**src/tisp_ram.sv**
```systemverilog
`timescale 1ns / 1ps
// Generic single-port RAM with registered read data.
// No dependencies.
module tisp_ram #(
  parameter int WIDTH = 8,
  parameter int DEPTH = 16
) (
  input  logic                     clk,
  input  logic                     en,
  input  logic                     we,
  input  logic [$clog2(DEPTH)-1:0] addr,
  input  logic [WIDTH-1:0]         wdata,
  output logic [WIDTH-1:0]         rdata
);

  logic [WIDTH-1:0] mem [DEPTH];

  // Write, or registered read; rdata holds between reads.
  always_ff @(posedge clk) begin
    if (en && we) begin
      mem[addr] <= wdata;
    end else if (en) begin
      rdata <= mem[addr];
    end
  end

endmodule

```
**config.mk**
```make
export PLATFORM = sky130hd
export DESIGN_NAME = tisp_ram
export DESIGN_NICKNAME = d
export VERILOG_FILES = /design/src/tisp_ram.sv
export SDC_FILE = /design/constraint.sdc
export NUM_CORES = 1
export LEC_CHECK = 0
export BUFFER_PORTS_ARGS = -buffer_cell sky130_fd_sc_hd__buf_4
export CORE_ASPECT_RATIO = 0.8
export CORE_UTILIZATION = 49
export CTS_BUF_LIST = sky130_fd_sc_hd__clkbuf_4 sky130_fd_sc_hd__clkbuf_8
export CTS_CLUSTER_SIZE = 16
export DETAILED_ROUTE_END_ITERATION = 16
export PLACE_DENSITY = 0.64
export SLEW_MARGIN = 20
export SYNTH_ARGS = -nofsm -noshare
export SYNTH_HDL_FRONTEND = slang
export SYNTH_SLANG_ARGS = --single-unit
```
**constraint.sdc**
```tcl
create_clock -name clk -period 3.4 [get_ports clk]
set_input_delay 0.17 -clock clk [delete_from_list [all_inputs] [get_ports clk]]
set_output_delay 0.17 -clock clk [all_outputs]
set_load 0.02 [all_outputs]
```
Yosys cells after proc, flatten, opt, wreduce, memory -nomap -nowiden
Memory sizes are Yosys's and may differ from the RTL's. A register that Yosys moved wholly into a read port is not among the register bits.
Cells that the tools add are included.
W data, S select, Z words.

word-level totals
  flip-flop bits (word level) = 0
  memory bits (writable) = 128
  bits of input ports = 15
  output and inout port bits = 8
  logic and storage cells = 6
  memories = 1

memories
  memory  words  width  read ports  clocked after memory_dff  wr ports  line  RTL
  mem     16     8      1           1                         1         16    logic [WIDTH-1:0] mem [DEPTH];

operators by class
  muxes and demuxes = 2
  bitwise logic cells = 1
  reduce and logical (&&, ||, !) cells = 2

operator list
  operator             number
  $mux W1              2
  $reduce_and A2 Y1    1
  $logic_and A1 B1 Y1  1
  $not A1 Y1           1

Logic depth before layout (Yosys ltp)
Gate-level depths: netlist (run 1).

  depth in word-level cells = 3
  gate-level depth with buffers = 5
  depth with buffers taken out = 3

Worst setup path after synthesis (run 1)
No wires, ideal clock.

  path kind = input to register
  from = in addr[0]
  to = mem mem[0][0] (enable)
  library setup time = 383 ps
  arrival = 1,509 ps
  required time = 3,017 ps
  setup slack = 1,508 ps
  stages on the path = 4
  buffers on the path = 2
  path through = buf_6 -> buf_2 -> or3_1 -> nor3_1

RTL lines
  what         line  RTL
  from (decl)  11    input logic [$clog2(DEPTH)-1:0] addr,
  to (decl)    16

Straight into the memory's write port.

Final worst setup path (run 1)
  from = in addr[0]
  to = mem mem[15][7] (enable)

Straight into the memory's write port.

==> reports/results.tsv, run 1 <==
metric	value	unit
crit path from	addr[0]	
Chip Height	94.5	µm
Syn-to-layout area delta	12.1	%
Final GP Congestion	0.769	
clock root buffer master	clkbuf_8	
Max Fclk	595	MHz
async set or reset register ratio after synthesis	0	%
core area	10300	µm²
Seq/Total Area, Yosys	78.0	%
peak supply drop	333	µV
CP Launch Type	input pin	
largest net degree at the start of global routing	37	
CTS tree	built	
Initial DRC Count	365	
row cnt	33	
share of layout cells above drive strength 1	23.6	%
Vias per Instance	5.89	
wire per inst	25.0	µm
pwr dens	549	nW/µm²
Max Slew Vio Count	0	
Post-Synthesis Cells	234	
Sw Share	19.9	%
Nets	281	
Setup WS pre-CTS	1.17	ns
CP top delay family	simple AND/OR/NAND/NOR gates	
Post-DRT Antenna Nets	0	
syn nets	249	
RR Startpoint	mem[9][7]	
Filler Cell Count	804	
port bufs	22	
Reg area	4080	µm²
Clock Power Share	36.6	%
final worst setup slack	1.72	ns
DRT Wirelength	10400	µm
Max Cap Viol	0	
Worst-path clk slew	0.06	ns
Critical-path top delay cell	nor2_1	
top cells by area, synth	edfxtp_1 (78%), mux4_1 (8.0%), mux4_2 (6.9%)	
switching pwr	0.000642	W
grt ovf	0	
post-layout util	56.9	%
Slew headroom	39.0	%
RSZ-0062 raised after global routing	no	
reg2reg path depth	3	
worst min path class	in -> reg	
DRT Pass-1 Iters	5	
CTS max path bufs	2	
Reg2Reg Capture Point	rdata[7]	
Ports	23	
unique cell type count in the Yosys netlist	18	
crit path kind	in -> reg	
Post-DP Area	5530	µm²
status	finished clean	
vias in the first global route	2411	
die area	11100	µm²
cell taking the most area after synthesis	edfxtp_1	
post-synth top area share	78.0	%
Post-Syn Area	5240	µm²
sequence of cells on the critical path	buf_4, nand4_1, nor2_1	
post-route minimum period	1.68	ns
drt drc	0	
fin crit share	49.5	%
final hold violations	0	
Synth Warn #	0	
initial antenna violation count	0	
cts-stage hold buffer count	0	
Levels on crit path	3	
post-route setup TNS	0	ns
cell internal pwr	0.00258	W
antenna diode count	0	
Slowest Stage Delay on Critical Path	0.72	ns
count leader, synth	edfxtp_1	
Crit. End Element	flop	
HPWL Detailed	6330	µm
Slew @ Worst Pin	0.913	ns
crit path DAT	1.73	ns
Setup Fix Bufs, Post-CTS	0	
clk_lat worst skew	0.42	ns
H-tree lvl count	4	
Post-synth EDFFs	136	
top post-synthesis cells by count	edfxtp_1 (136), a22oi_1 (16), mux4_1 (16), mux4_2 (16), nor2_1 (13)	
r2r setup slk	1.83	ns
#FFs+latches synth	136	
gr usage total	20.6	%
Worst Skew	0.0119	ns
syn_area_per_cell	22.4	µm²
Worst Path Max Fanout	36	
Leak	1.91	nW
Post-CTS Resized	0	
Finished Cell Area	5870	µm²
CP endpoint	mem[15][7]	
Die Span X	118	µm
via count	2446	
Final setup violation count	0	
hold slack	0.0835	ns
clock sinks	136	
Multi-input gate area	1070	µm²
Starting Density	50.7	%
CP required	3.45	ns
first-pass GRT wire length	15400	µm
cts bufs inserted	17	
sequential share of power	58.3	%
Comb power frac	5.1	%
Top FF cell, synth	edfxtp_1	
crit path buf inv count	1	
registers in the layout, indices dropped and copies added, names as in the netlist:
name	cells
mem	128
rdata	8
metrics by stage:
step / std cells / power, W
floorplan: 234 / 0.00201
detailed placement: 387 / 0.00208
finish: 415 / 0.00322
global route: 415 / 0.00333
CTS: 415 / 0.00325
global placement: 387 / 0.00207
metal layers:
metal  GRT usage, %  part of all wire, %  vias up
met5              0                    0        -
met4           8.01                  1.7        0
met3           6.52                  8.4       13
met2           28.4                   44      124
met1           30.7                   46     1253
li1               -                    -     1056
worst reg2reg max path, delay by kind of cell, from the launching register on:
| family | cells | cell delay [ns] |
|---|---|---|
| AOI/OAI and AO/OA | 1 | 0.29 |
| muxes | 1 | 0.59 |
| and+or+nand+nor | 1 | 0.08 |
| DFF | 1 | 0.37 |
power groups by stage:
| stage | Clock, W | Combinational, W | Sequential (W) |
|---|---|---|---|
| 4_1_cts | 0.00120 | 0.000165 | 0.00188 |
| 3_3_place_gp | 0 | 0.000162 | 0.00191 |
| 5_1_grt | 0.00127 | 0.000176 | 0.00188 |
| 6_report | 0.00118 | 0.000164 | 0.00188 |
| 2_1_floorplan | 0 | 0.0000898 | 0.00192 |
| 3_5_place_dp | 0 | 0.000165 | 0.00191 |
cell type report:
type / count / share of cell area (%)
Clock inverter: 8 / 1.43
Clock buffer: 20 / 4.37
Multi-Input combinational cell: 85 / 18.3
Timing Repair Buffer: 26 / 3.33
Tap cell: 140 / 2.98
Sequential cell: 136 / 69.6
cells in the final DEF, fill, tap and decap left out:
cell type / Yosys / routed
mux4_2: 16 / 16
nand2_1: 10 / 10
nand4b_1: 2 / 2
bufinv_16: 0 / 2
nor2_1: 13 / 13
edfxtp_1: 136 / 136
or3_1: 1 / 1
nor2b_1: 3 / 3
buf_4: 0 / 26
and2_1: 1 / 1
a22oi_1: 16 / 16
nand2b_1: 2 / 2
clkbuf_8: 0 / 17
clkbuf_4: 0 / 3
nand4_1: 1 / 1
nor3_1: 4 / 4
clkinv_1: 0 / 5
mux4_1: 16 / 16
clkinv_2: 0 / 1
logic make-up after synthesis:
logic type,after synthesis,share of synthesized area (%)
flops,136,78.0
simple gates,37,3.32
mux,32,14.9
compound gates,16,2.29
buf+inv,13,1.50
worst min path at each step:
stage          cells after the start     start   endpoint  slack, ns
5_1_grt                            1  wdata[7]  mem[1][7]       0.07
2_1_floorplan                      0  wdata[0]  mem[0][0]       0.27
3_5_place_dp                       1  wdata[0]  mem[8][0]       0.52
4_1_cts                            1  wdata[0]  mem[0][0]       0.07
6_report                           1  wdata[0]  mem[8][0]       0.08
3_3_place_gp                       1  wdata[7]  mem[0][7]       0.51
Note: power is estimated with default switching activity, not from simulation.
==> run 2: changes to the inputs <==
==> constraint.sdc (replaced) <==
create_clock -name clk -period 1.7 [get_ports clk]
set_input_delay 0.085 -clock clk [delete_from_list [all_inputs] [get_ports clk]]
set_output_delay 0.085 -clock clk [all_outputs]
set_load 0.02 [all_outputs]
==> run 2 against run 1 <==
Effect of this change:
- sequential power grew 99%
- sequential share of layout area shrank 4.7 points
- non-clock buffer count grew 45
- highest routed layer unchanged
==> reports/results.tsv, run 2 (synthesis gave the netlist of run 1 again) <==
metric	value	unit
Finished Cell Area	6300	µm²
Slowest Stage Delay on Critical Path	0.51	ns
share of layout cells above drive strength 1	35.2	%
drt drc	0	
hold slack	0.174	ns
DRT Wirelength	9710	µm
HPWL Detailed	6550	µm
Max Cap Viol	0	
Ports	23	
Sw Share	20.7	%
antenna diode count	0	
Slew @ Worst Pin	0.414	ns
Crit. End Element	flop	
Post-DRT Antenna Nets	0	
Initial DRC Count	229	
most frequent cells in the layout	edfxtp_1 (136), buf_4 (62), clkbuf_8 (17)	
Clock Power Share	37.7	%
DRT Pass-1 Iters	5	
Syn-to-layout area delta	20.2	%
fin crit share	87.8	%
Die Span X	118	µm
cts bufs inserted	17	
dpl cells	424	
max FFs per register	128	
CTS tree	built	
first-pass GRT wire length	14800	µm
crit path kind	reg -> reg	
via count	2532	
reg2reg path depth	3	
Chip Height	94.5	µm
largest net degree at the start of global routing	28	
final hold violations	0	
Starting Density	50.7	%
most common cell after layout, fill and taps aside	edfxtp_1	
Worst Skew	0.00911	ns
port bufs	22	
sequential share of power	56.9	%
Max Fclk	670	MHz
switching pwr	0.00137	W
grt ovf	0	
CP endpoint	rdata[5]	
initial antenna violation count	0	
Max Slew Vio Count	0	
Final setup violation count	0	
Post-DP Area	5840	µm²
RR Startpoint	mem[1][5]	
sequence of cells on the critical path	mux4_1, a22oi_1, nand2_1	
Filler Cell Count	745	
CP Launch Type	flop	
Nets	326	
final worst setup slack	0.208	ns
die area	11100	µm²
crit path DAT	1.66	ns
worst min path class	in -> reg	
Vias per Instance	5.46	
clock root buffer master	clkbuf_8	
post-route minimum period	1.49	ns
H-tree lvl count	4	
row cnt	33	
CTS max path bufs	2	
clk_lat worst skew	0.43	ns
Worst Path Max Fanout	1	
Setup WS pre-CTS	-0.0913	ns
peak supply drop	837	µV
status	finished clean	
Final Non-Filler Cells	464	
Slew headroom	72.4	%
Overall Power	0.00660	W
Worst-path clk slew	0.07	ns
cell internal pwr	0.00523	W
Leak	2.16	nW
Reg2Reg Capture Point	rdata[5]	
clock sinks	136	
pwr dens	1050	nW/µm²
r2r setup slk	0.21	ns
CP required	1.87	ns
Comb power frac	5.5	%
vias in the first global route	2536	
largest registers	mem: 128 flops, rdata: 8 flops	
Top reg by flops	mem	
RSZ-0062 raised after global routing	no	
crit path from	mem[1][5]	
Critical-path top delay cell	mux4_1	
gr usage total	19.5	%
Final GP Congestion	0.767	
wire per inst	20.9	µm
core area	10300	µm²
-- run 2: cell count changes in the layout (fill, tap and decap cells not counted) --
cell           change
buf_12             +1
clkinv_1           -4
nor3_2             +4
nor3_1             -4
clkinv_2           +4
buf_4             +36
dlygate4sd3_1      +8
clkbuf_4           -1
inv_6              +2
clkinvlp_4         +3
-- run 2: metal layers --
| metal | part of all wire [%] | vias to the layer above | track usage, % |
|---|---|---|---|
| li1 | - | 1150 | - |
| met1 | 46 | 1287 | 27.7 |
| met2 | 45 | 82 | 28.9 |
| met3 | 7.4 | 13 | 5.62 |
| met4 | 1.1 | 0 | 7.59 |
| met5 | 0 | - | 0 |
-- run 2: metrics by stage --
stage	TNS [ns]	util, %
CTS	0	61.0
finish	0	61.0
detailed placement	-0.186	56.6
global placement	-0.176	56.6
global route	0	61.0
floorplan	0	-
-- run 2: worst min-delay path by stage --
stage / startpoint / endpoint / slack [ns] / cells past startpoint
2_1_floorplan: wdata[0] / mem[0][0] / 0.18 / 0
3_3_place_gp: wdata[2] / mem[6][2] / 0.40 / 1
3_5_place_dp: wdata[2] / mem[7][2] / 0.40 / 1
4_1_cts: we / rdata[7] / 0.15 / 3
5_1_grt: we / rdata[7] / 0.15 / 3
6_report: we / rdata[7] / 0.17 / 3
-- run 2: what timing repair did --
action                                 in CTS  in global routing
resized for setup                           0                  0
buffers inserted                            0                  0
hold buffers                                8                  0
endpoints found under the hold margin     128                  0
-- run 2: power by group through the flow --
stage                     Combinational [W]  Sequential (W)  Clock [W]
after CTS                          0.000367         0.00375    0.00254
after detailed placement           0.000351         0.00382          0
after floorplan                    0.000182         0.00383          0
final                              0.000361         0.00375    0.00248
after global routing               0.000391         0.00375    0.00268
after global placement             0.000345         0.00382          0
-- run 2: cell type report --
cell class / count / area (µm²) / share of cell area [%]
Clock buffer: 19 / 249 / 3.95
Clock inverter: 13 / 129 / 2.05
Multi-Input combinational cell: 85 / 1090 / 17.4
Sequential cell: 136 / 4080 / 64.9
Tap cell: 140 / 175 / 2.78
Timing Repair Buffer: 71 / 566 / 8.98
-- run 2: worst max-delay path, delay by kind of cell, from the launching register on --
kind | cells | cell delay [ns]
AND/OR/NAND/NOR | 1 | 0.09
multiplexers | 1 | 0.51
flip-flops | 1 | 0.36
AO/OA/AOI/OAI | 1 | 0.27
